### src/rtl/rarst_pkg.sv
// ----------------------------------------------------------------------------
// rarst_pkg: shared types and constants of the range add / range sum tree
// Holds the field widths, the opcode and command kind codes, and the command
// record that travels from the front end to the tree sequencer.
// ----------------------------------------------------------------------------
package rarst_pkg;

	localparam int IDX_W = 10;   // element index width of the range fields
	localparam int LEN_W = 11;   // active length width, also node bound width
	localparam int VAL_W = 32;   // add amount width
	localparam int SUM_W = 64;   // element and node sum width

	localparam logic [LEN_W-1:0] LEN_RESET = 11'd1024;

	localparam logic OP_ADD   = 1'b0;
	localparam logic OP_QUERY = 1'b1;

	localparam logic [1:0] CMD_ADD   = 2'd0;
	localparam logic [1:0] CMD_QUERY = 2'd1;
	localparam logic [1:0] CMD_ZERO  = 2'd2;  // query over an empty range

	typedef struct packed {
		logic [1:0]       kind;
		logic [IDX_W-1:0] s;
		logic [IDX_W-1:0] e;
		logic [VAL_W-1:0] v;
		logic [LEN_W-1:0] len;
	} cmd_t;

endpackage

### src/rtl/rarst_front.sv
// ----------------------------------------------------------------------------
// rarst_front: request intake, range clipping and command queue
// Holds the length register, clips each range, drops empty adds and queues
// the rest as commands for the tree sequencer.
// ----------------------------------------------------------------------------
module rarst_front #(
	parameter int MAX_ELEMENTS = 1024
) (
	input  logic                           clk,
	input  logic                           arst_n,
	input  logic                           cfg_valid,
	output logic                           cfg_ready,
	input  logic [rarst_pkg::LEN_W-1:0]    cfg_data,
	input  logic                           push,
	output logic                           full,
	input  logic                           op,
	input  logic [rarst_pkg::IDX_W-1:0]    range_start,
	input  logic [rarst_pkg::IDX_W-1:0]    range_end,
	input  logic [rarst_pkg::VAL_W-1:0]    add_value,
	input  logic                           hold,
	output logic                           cmd_valid,
	output rarst_pkg::cmd_t                cmd,
	input  logic                           cmd_take
);

	localparam int LW = rarst_pkg::LEN_W;
	localparam int IW = rarst_pkg::IDX_W;

	logic [LW-1:0]   active_q;
	logic [LW-1:0]   len;
	logic [LW-1:0]   last;
	logic [IW-1:0]   e_clip;
	logic            empty_range;
	logic            accept;
	logic            enq;
	rarst_pkg::cmd_t new_cmd;
	rarst_pkg::cmd_t q_q [2];
	logic            wp_q;
	logic            rp_q;
	logic [1:0]      cnt_q;

	assign cfg_ready = 1'b1;

	always_ff @(posedge clk or negedge arst_n) begin
		if (!arst_n) begin
			active_q <= rarst_pkg::LEN_RESET;
		end else if (cfg_valid) begin
			active_q <= cfg_data;
		end
	end

	always_comb begin
		if (active_q == '0) begin
			len = LW'(1);
		end else if (32'(active_q) > MAX_ELEMENTS) begin
			len = LW'(MAX_ELEMENTS);
		end else begin
			len = active_q;
		end
	end

	assign last        = len - LW'(1);
	assign e_clip      = ({1'b0, range_end} > last) ? last[IW-1:0] : range_end;
	assign empty_range = ({1'b0, range_start} >= len) || (range_start > e_clip);

	always_comb begin
		new_cmd.s   = range_start;
		new_cmd.e   = e_clip;
		new_cmd.v   = add_value;
		new_cmd.len = len;
		if (op == rarst_pkg::OP_ADD) begin
			new_cmd.kind = rarst_pkg::CMD_ADD;
		end else if (empty_range) begin
			new_cmd.kind = rarst_pkg::CMD_ZERO;
		end else begin
			new_cmd.kind = rarst_pkg::CMD_QUERY;
		end
	end

	assign full      = hold || (cnt_q == 2'd2);
	assign accept    = push && !full;
	// An add over an empty range leaves the array as it is: it is taken and dropped.
	assign enq       = accept && !((op == rarst_pkg::OP_ADD) && empty_range);
	assign cmd_valid = (cnt_q != 2'd0);
	assign cmd       = q_q[rp_q];

	always_ff @(posedge clk) begin
		if (enq) begin
			q_q[wp_q] <= new_cmd;
		end
	end

	always_ff @(posedge clk or negedge arst_n) begin
		if (!arst_n) begin
			wp_q  <= 1'b0;
			rp_q  <= 1'b0;
			cnt_q <= 2'd0;
		end else begin
			if (enq) begin
				wp_q <= !wp_q;
			end
			if (cmd_take) begin
				rp_q <= !rp_q;
			end
			cnt_q <= cnt_q + 2'(enq) - 2'(cmd_take);
		end
	end

	assert property (@(posedge clk) disable iff (!arst_n)
		cnt_q != 2'd3)
		else $error("command queue count out of range");

endmodule

### config.mk
export PLATFORM = sky130hd
export DESIGN_NAME = rarst_front
export DESIGN_NICKNAME = d
export VERILOG_FILES = /design/src/rtl/rarst_pkg.sv /design/src/rtl/rarst_front.sv
export SDC_FILE = /design/constraint.sdc
export NUM_CORES = 1
export LEC_CHECK = 0
export CAP_MARGIN = 20
export CORE_MARGIN = 2
export CORE_UTILIZATION = 41
export CTS_CLUSTER_SIZE = 14
export DETAILED_ROUTE_END_ITERATION = 8
export DONT_BUFFER_PORTS = 1
export PLACE_DENSITY = 0.59
export SLEW_MARGIN = 20
export SYNTH_ARGS = -nofsm -noshare
export SYNTH_HDL_FRONTEND = slang
export SYNTH_SLANG_ARGS = --single-unit
### constraint.sdc
create_clock -name clk -period 8.45 [get_ports clk]
set_input_delay 0 -clock clk [delete_from_list [all_inputs] [get_ports clk]]
set_output_delay 0 -clock clk [all_outputs]
set_load 0.02 [all_outputs]
## Yosys cells after proc, flatten, opt, wreduce, memory -nomap -nowiden

Memory sizes are Yosys's and may differ from the RTL's.
Index checks and enable logic that the tools add are counted.

| word-level totals | value |
|---|---|
| register bits after elaboration | 15 |
| latch bits | 0 |
| RAM bits | 130 |
| ROM bits | 0 |
| input bits | 70 |
| word-level logic and storage cells | 32 |
| memories | 1 |

| operators by class | value |
|---|---|
| add/sub/neg operators | 3 |
| multipliers | 0 |
| div/mod/pow operators | 0 |
| $lt $le $gt $ge | 4 |
| equality and inequality tests | 1 |
| shift-type cells | 0 |
| multiplexer cells | 7 |
| bitwise gates (word level) | 1 |
| reduce and logical (&&, ||, !) cells | 11 |

Memory list:

| name | depth | width | rd ports | clocked after memory_dff | wr ports | line | text |
|---|---|---|---|---|---|---|---|
| q_q | 2 | 65 | 1 | 0 | 1 | rarst_front.sv:37 | `rarst_pkg::cmd_t q_q [2];` |

Operators by type and width:

| cell | number |
|---|---|
| $mux 11 | 2 |
| $ge 10x11->1 | 1 |
| $gt 10x11->1 | 1 |
| $gt 11x11->1 const B | 1 |
| $logic_not 11->1 | 1 |
| $sub 11x1->11 const B | 1 |
| $gt 10x10->1 | 1 |
| $mux 10 | 1 |
| $logic_not 1->1 | 4 |
| $mux 2 | 2 |
| $logic_and 1x1->1 | 3 |
| $add 2x1->2 | 1 |
| $eq 2x2->1 const B | 1 |
| $logic_or 1x1->1 | 2 |
| $mux 1 | 2 |
| $reduce_bool 2->1 | 1 |
| $sub 2x1->2 | 1 |
| $not 1->1 | 1 |

## Depth between registers and ports, before layout

Gate-level depths: netlist (run 1).

| logic depth | value |
|---|---|
| word-level depth | 13 |
| depth in mapped cells | 30 |
| mapped depth without buffers | 27 |

## Worst setup path after synthesis (run 1)

OpenSTA, ideal clock, no wires.

| timing path | value |
|---|---|
| kind | register -> register |
| start | reg active_q[4] |
| end | mem q_q[1][0] in the netlist's numbering, enable pin |
| library setup time | 0.430 ns |
| data arrival time | 6.954 ns |
| path slack | 1.066 ns |
| stages on the path, launching flop included | 26 |
| path buffers | 2 |
| period minus slack after synthesis | 7.384 ns |
| cell sequence | dfrtp_1 or3_4 or3_1 clkbuf_2 inv_1 a21oi_1 or2_2 ha_1 inv_1 nor3_1 o21ai_0 inv_1 ha_1 and3_1 nand3_1 nor3_1 a21o_1 a311o_1 buf_6 mux2_2 ha_1 a21o_1 a211o_1 o31a_1 a221oi_1 and2_1 |

| between the ends | value |
|---|---|
| longest elaborated chain between the ends | 13 |

RTL lines:

| item | line | text |
|---|---|---|
| start: declaration | rarst_front.sv:29 | `logic [LW-1:0] active_q;` |
| start signal: assignment | rarst_front.sv:46 | `active_q <= rarst_pkg::LEN_RESET;` |
| start signal: assignment | rarst_front.sv:48 | `active_q <= cfg_data;` |
| $gt 11x11->1 | rarst_front.sv:55 | `end else if (32'(active_q) > MAX_ELEMENTS) begin` |
| $mux 11 | rarst_front.sv:55 |  |
| $mux 11 * | rarst_front.sv:53 | `if (active_q == '0) begin` |
| $sub 11x1->11 | rarst_front.sv:62 | `assign last = len - LW'(1);` |
| $gt 10x11->1 | rarst_front.sv:63 | `assign e_clip = ({1'b0, range_end} > last) ? last[IW-1:0] : range_end;` |
| $mux 10 | rarst_front.sv:63 |  |
| $gt 10x10->1 | rarst_front.sv:64 | `assign empty_range = ({1'b0, range_start} >= len) \|\| (range_start > e_clip);` |
| $logic_or 1x1->1 * | rarst_front.sv:64 |  |
| $logic_and 1x1->1 * | rarst_front.sv:83 | `assign enq = accept && !((op == rarst_pkg::OP_ADD) && empty_range);` |
| $logic_not 1->1 * | rarst_front.sv:83 |  |
| $logic_and 1x1->1 * | rarst_front.sv:83 |  |
| $mux 1 * | rarst_front.sv:88 | `if (enq) begin` |
| $mux 1 (not written as such) * | rarst_front.sv:89 | `q_q[wp_q] <= new_cmd;` |
| end: declaration | rarst_front.sv:37 |  |

Every way passes the cells marked *; elsewhere a longest branch is shown, timed or not.

## Worst setup path after layout (run 1)

| timing path | value |
|---|---|
| start | reg active_q[4] |
| end | mem q_q[1][35] in the netlist's numbering, enable pin |

The elaborated chain is that of the path after synthesis.

==> flow_summary.yaml, run 1 <==
outcome:
  status: "completed"
placed_design:
  gp_congestion: 0.868
  dp.cells: 641
  port_buffers: 0
  pre_cts_ws_ns: 1.05
  hpwl_mm: 9.51
  dpl-instance-area_um2: 6910
clock_tree:
  clockBufferDepth: 2
  cts.sinks: 145
  clockRootBuffer: "clkbuf_16"
  clk_pin_slew_worst_paths_ns: 0.06
  cts_tree: "yes"
  cts_resized: 0
  htree_num_levels: 4
  insertion_delay_ns: 0.41
  cts_made_buffers: 17
worst_setup_path:
  cp_data_required_time_ns: 8.55
  cp-start-kind: "register"
  cp-end-kind: "register"
  worstPathMaxFanout: 25
  critPathLaunch: "active_q[4]$_DFFE_PN0P_"
  critPathKind: "reg -> reg"
  r2r-start: "active_q[4]$_DFFE_PN0P_"
  cp.arrival_ns: 7.47
logic_synthesis:
  ys_seq_area_share_pct: 64.2
  ys_types: 53
  async_flop_share_pct: 10.3
  ys.flop_type: "edfxtp_1"
  synth_top_family_by_area: "multiplexers"
  synth_seq_cells: 145
  yosys.cell_count.top_type: "edfxtp_1"
  syn_inst: 437
  synth_common_cells: "edfxtp_1 (130), mux2_2 (82), ha_1 (31), inv_1 (31), dfrtp_1 (14)"
  syn_area_um2: 6670
  yosys.area_share.simple_pct: 5.59
  synthAdderAreaFrac_pct: 5.82
  syn_area_per_cell_um2: 15.3
  yosys.area.top_type: "edfxtp_1"
  synthMuxAreaShare_pct: 15.4
  synth_nets: 538
  yosys-top-cells-area: "edfxtp_1 (59%), mux2_2 (14%), ha_1 (5.8%), dfrtp_1 (5.3%), inv_1 (1.7%)"
  synth_compound_area_share_pct: 5.01
  synth_enable_flop_cells: 130
  yosysTopAreaCellShare_pct: 58.5
  yosysWarningCount: 0
  synthXorXnorAreaFrac_pct: 0.788
sta:
  finClkSkew_ns: 0.00804
  worst_slack_ns: 1.08
  max-slew-margin-rel_pct: 46.3
  worst_pin_slew_ns: 0.805
  finalMaxSlewViolations: 0
  setup_viol: 0
  max_freq_mhz: 136
  rsz0062_at_grt: "false"
  period_needed_ns: 7.37
  fin_tns_setup_ns: 0
  fin_crit_sh_pct: 87.2
  hold_violations: 0
floorplan:
  pin_count: 138
  coreArea_um2: 15900
  start_util_pct: 42.0
  dieArea_um2: 17300
  die_x_um: 132
  rows: 46
  die_height_um: 132
pwr:
  switching_power_w: 0.000729
  swShare_pct: 31.2
  peakVddDrop_mv: 0.139
  intPower_w: 0.00161
  clkPwrFrac_pct: 32.1
  power_density_nw_per_um2: 285
  pwr-share-seq_pct: 39.6
  power_frac_comb_pct: 28.3
  power.leakage_nw: 3.08
global_routing:
  grt_pass1_wl_mm: 22.4
  antenna_found_initial: 0
  grt_pass1_vias: 4028
  grt_usage_pct: 17.0
  grt_max_degree: 61
  gr-total-overflow: 0
detailed_routing:
  drc_errors: 0
  first_pass_iters: 4
  vias_per_cell: 5.16
  wl_per_cell_um: 19.2
  drtAntennaViolNets: 0
  drt_first_iter_violations: 180
  vias: 3826
  routed_wl_mm: 14.3
finish:
  num-nets-final: 614
  antennaDiodeCount: 0
  finalCoreUtilization_pct: 51.6
  drive_gt1_share_pct: 24.3
  syn_to_final_growth_pct: 22.9
  fin_cells: 742
  n_fill_cell: 1375
  final_area_um2: 8200
worst_hold_path:
  hold_path_class: "in -> async"
job:
  maxCapViolCount: 0
power groups by stage:
| stage | Sequential (W) | Combinational, W | Clock (W) |
|---|---|---|---|
| final | 0.000925 | 0.000661 | 0.000749 |
| after global routing | 0.000934 | 0.000712 | 0.000792 |
| after CTS | 0.000927 | 0.000671 | 0.000762 |
| after detailed placement | 0.000941 | 0.000633 | 0 |
| after global placement | 0.000937 | 0.000627 | 0 |
| after floorplan | 0.000923 | 0.000539 | 0 |
cells by family after synthesis:
kind of cell / count (synthesis)
xor gates and xnor gates: 6
buffers and inverters: 48
AOI/OAI and AO/OA: 50
DFF: 145
other: 1
muxes: 92
adders and majority gates: 31
and+or+nand+nor: 64
layout by cell type, fill, tap and decap left out, types with 7 or more instances in the layout:
master / synthesis / final
nand2b_1: 9 / 9
dfrtp_1: 14 / 13
nand2_1: 7 / 7
o21ai_0: 12 / 12
edfxtp_1: 130 / 130
a21oi_1: 12 / 12
mux2i_1: 9 / 9
nor2_1: 7 / 7
clkbuf_16: 0 / 17
inv_1: 31 / 31
ha_1: 31 / 31
dlygate4sd3_1: 0 / 69
mux2_2: 82 / 82
nor3_1: 8 / 8
critical path, cell delays in order (launching register included):
cell and delay, ns:
dfrtp_1 0.42, or3_4 0.40, or3_1 0.41, inv_1 0.08
a21oi_1 0.06, or2_2 0.33, ha_1 0.26, inv_1 0.20
nor3_1 0.08, o21ai_0 0.29, inv_1 0.08, ha_1 0.31
and3_1 0.18, o21ai_0 0.13, a21boi_0 0.10, a2bb2oi_1 0.16
a311o_1 0.32, buf_4 0.29, mux2_2 0.36, ha_1 0.28
nor2b_1 0.13, o21a_1 0.15, o21ai_0 0.14, a21oi_1 0.09
o31a_1 0.26, a221oi_1 0.51, and2_2 0.68, buf_4 0.34
flip-flops by register name (all words and copies together) (netlist names):
signal,flops
q_q,130
active_q,11
cnt_q,2
rp_q,1
wp_q,1
per-layer routing:
layer  up-vias  part of all wire [%]  wire [µm]  GRT usage [%]
met5         -                     0          0              0
met2       127                    47       6770           27.2
met3        25                   6.3        902           6.10
met4         0                   2.6        369           6.82
met1      1872                    44       6230           20.9
li1       1802                     -          -              -
final cells by class:
cell class                 count  area (µm²)  area share [%]
sequential                   145        4280            52.2
inverter                      31         116            1.42
clock buffer                  20         437            5.33
timing repair buffer          74         753            9.19
clock inverter                12         158            1.92
multi-input combinational    244        2180            26.6
tap                          216         270            3.30
worst paths after layout:
kind                                           end  depth (start not counted)  slack, ns
min in group clk                              full                          2       0.17
setup / recovery              q_q[1][35]$_DFFE_PP_                         27       1.08
hold reg to reg                   wp_q$_DFFE_PN0N_                          2       0.55
setup reg to reg              q_q[1][35]$_DFFE_PP_                         27       1.08
hold / removal             active_q[7]$_DFFE_PN0P_                          1       0.07
max in group asynchronous         rp_q$_DFFE_PN0P_                          1       7.89
timing repair:
item,in CTS,in global routing
hold buffers,69,0
hold endpoints to repair,137,0
setup buffers,0,0
metrics by stage:
| stage | power (W) | hold slack [ns] |
|---|---|---|
| 2_1_floorplan | 0.00146 | -0.296 |
| 3_3_place_gp | 0.00156 | -0.295 |
| 3_5_place_dp | 0.00157 | -0.295 |
| 4_1_cts | 0.00236 | 0.0719 |
| 5_1_grt | 0.00244 | 0.0951 |
| 6_report | 0.00234 | 0.0693 |
Note: power is estimated with default switching activity, not from simulation.
==> run 2, diff against run 1 <==
--- a/config.mk
+++ b/config.mk
@@ -6,12 +6,14 @@
 export NUM_CORES = 1
 export LEC_CHECK = 0
 export CAP_MARGIN = 20
+export CELL_PAD_IN_SITES_DETAIL_PLACEMENT = 0
+export CELL_PAD_IN_SITES_GLOBAL_PLACEMENT = 1
 export CORE_MARGIN = 2
 export CORE_UTILIZATION = 41
 export CTS_CLUSTER_SIZE = 14
 export DETAILED_ROUTE_END_ITERATION = 8
 export DONT_BUFFER_PORTS = 1
-export PLACE_DENSITY = 0.59
+export PLACE_DENSITY = 0.69
 export SLEW_MARGIN = 20
 export SYNTH_ARGS = -nofsm -noshare
 export SYNTH_HDL_FRONTEND = slang
==> flow_summary.yaml, run 2 (same netlist as run 1, synthesis figures left out) <==
detailed_routing:
  vias_per_cell: 5.16
  drc_errors: 0
  first_pass_iters: 6
  wl_per_cell_um: 19.5
  drtAntennaViolNets: 0
  vias: 3832
  routed_wl_mm: 14.5
  drt_first_iter_violations: 133
placed_design:
  dpl-instance-area_um2: 6910
  gp_congestion: 0.846
  hpwl_mm: 9.76
  port_buffers: 0
finish:
  syn_to_final_growth_pct: 23.1
  n_fill_cell: 1361
  largest_reg_flops: 130
  final_area_um2: 8210
  final_common_cell: "edfxtp_1"
  antennaDiodeCount: 0
  drive_gt1_share_pct: 24.5
  largestRegisters: "q_q: 130 flops, active_q: 11 flops, cnt_q: 2 flops"
  num-nets-final: 614
  final_cell_mix: "edfxtp_1 (130), mux2_2 (82), dlygate4sd3_1 (69)"
  regMostFlops: "q_q"
sta:
  setup_viol: 0
  max_freq_mhz: 130
  finClkSkew_ns: 0.00972
  fin_crit_sh_pct: 90.9
  max-slew-margin-rel_pct: 46.9
  rsz0062_at_grt: "false"
  fin_hold_ws_ns: 0.0686
  hold_violations: 0
  worst_pin_slew_ns: 0.796
  fin_tns_setup_ns: 0
  period_needed_ns: 7.68
  finalMaxSlewViolations: 0
pwr:
  peakVddDrop_mv: 0.139
  power_density_nw_per_um2: 286
  power.leakage_nw: 3.09
global_routing:
  antenna_found_initial: 0
  grt_max_degree: 59
  grt_pass1_vias: 4037
  gr-total-overflow: 0
  grt_pass1_wl_mm: 22.8
  grt_usage_pct: 17.2
worst_setup_path:
  cp_data_required_time_ns: 8.55
  critPathKind: "reg -> reg"
  cp-end-kind: "register"
  reg2reg_slack_ns: 0.77
  slowest_stage: "and2_2"
  regToRegEndpoint: "q_q[0][60]$_DFFE_PP_"
  path_cells: "or3_4 -> or3_1 -> inv_1 -> a21oi_1 -> or2_2 -> ha_1 -> inv_1 -> nor3_1 -> o21ai_0 -> inv_1 -> ha_1 -> and3_1 -> nand3_1 -> nor3_1 -> a21o_1 -> a311o_1 -> mux2_2 -> ha_1 -> a21o_1 -> a211o_1 -> o31a_1 -> a221oi_1 -> and2_2 -> buf_12"
  r2r-start: "active_q[3]$_DFFE_PN0P_"
  cp.arrival_ns: 7.77
  cp_num_buf_inv: 4
  r2r.worst_path.cells: 24
  critPathMaxStageDelay_ns: 0.76
  cp-start-kind: "register"
  worstPathMaxFanout: 35
  path_delay_family: "simple AND/OR/NAND/NOR gates"
clock_tree:
  clockBufferDepth: 2
  cts_tree: "yes"
  cts.sinks: 145
  htree_num_levels: 4
  cts_made_buffers: 17
  cts_resized: 0
  clk_pin_slew_worst_paths_ns: 0.06
  insertion_delay_ns: 0.41
  clockRootBuffer: "clkbuf_16"
  postCtsSetupRepairBufs: 0
job:
  maxCapViolCount: 0
floorplan:
  start_util_pct: 42.0
  dieArea_um2: 17300
  coreArea_um2: 15900
  die_x_um: 132
  pin_count: 138
  die_height_um: 132
  rows: 46
worst_hold_path:
  hold_path_class: "in -> async"
outcome:
  status: "completed"
## run 2: changes by cell type in the layout (fill, tap and decap cells not counted), sizes merged
| cell | previous run | this run |
|---|---|---|
| clkinvlp | 3 | 2 |
| inv | 33 | 36 |
| clkbuf | 20 | 18 |
## run 2: power by group
group	leakage (nW)	total, W	switching (W)	internal, W
registers	1.36	0.000925	0.0000378	0.000887
logic	1.44	0.000660	0.000407	0.000253
clock network	0.291	0.000762	0.000293	0.000469
total	3.09	0.00235	0.000738	0.00161
## run 2: cell type report
cell class	count	area (µm²)	share of cell area [%]
flip-flops and latches	145	4280	52.1
multi-input cells	244	2180	26.6
repair buffers	74	753	9.17
clock buffers	18	429	5.23
well taps	216	270	3.29
clock inverters	14	178	2.16
inverters	31	116	1.42
## run 2: worst max-delay path by stage
stage / start / to / slack (ns) / depth (start not counted)
final: active_q[3]$_DFFE_PN0P_ / q_q[0][60]$_DFFE_PP_ / 0.77 / 24
after global routing: active_q[3]$_DFFE_PN0P_ / q_q[0][60]$_DFFE_PP_ / 0.25 / 26
after CTS: active_q[3]$_DFFE_PN0P_ / q_q[0][60]$_DFFE_PP_ / 0.81 / 24
after detailed placement: active_q[3]$_DFFE_PN0P_ / q_q[0][61]$_DFFE_PP_ / 0.83 / 24
after global placement: active_q[2]$_DFFE_PN0P_ / q_q[0][61]$_DFFE_PP_ / 1.14 / 24
after floorplan: active_q[4]$_DFFE_PN0P_ / q_q[1][0]$_DFFE_PP_ / 1.07 / 25
## run 2: metal layers
| metal | vias to the layer above | global-route usage [%] | wire, µm |
|---|---|---|---|
| li1 | 1804 | - | - |
| met1 | 1893 | 21.9 | 6330 |
| met2 | 123 | 27.9 | 7080 |
| met3 | 12 | 5.86 | 839 |
| met4 | 0 | 5.25 | 202 |
| met5 | - | 0 | 0 |
## run 2: timing repair
action | in CTS | in global routing
endpoints found under the hold margin | 138 | 0
hold buffers | 69 | 0
endpoints found under the setup margin | 0 | 0
## run 2: per-stage QoR
step,cells,util (%),power (W),setup WS (ns)
after global routing,742,51.7,0.00246,0.254
after CTS,742,51.7,0.00238,0.809
final,742,51.7,0.00235,0.773
after floorplan,437,-,0.00146,1.07
after detailed placement,641,43.5,0.00157,0.825
after global placement,641,43.5,0.00157,1.14
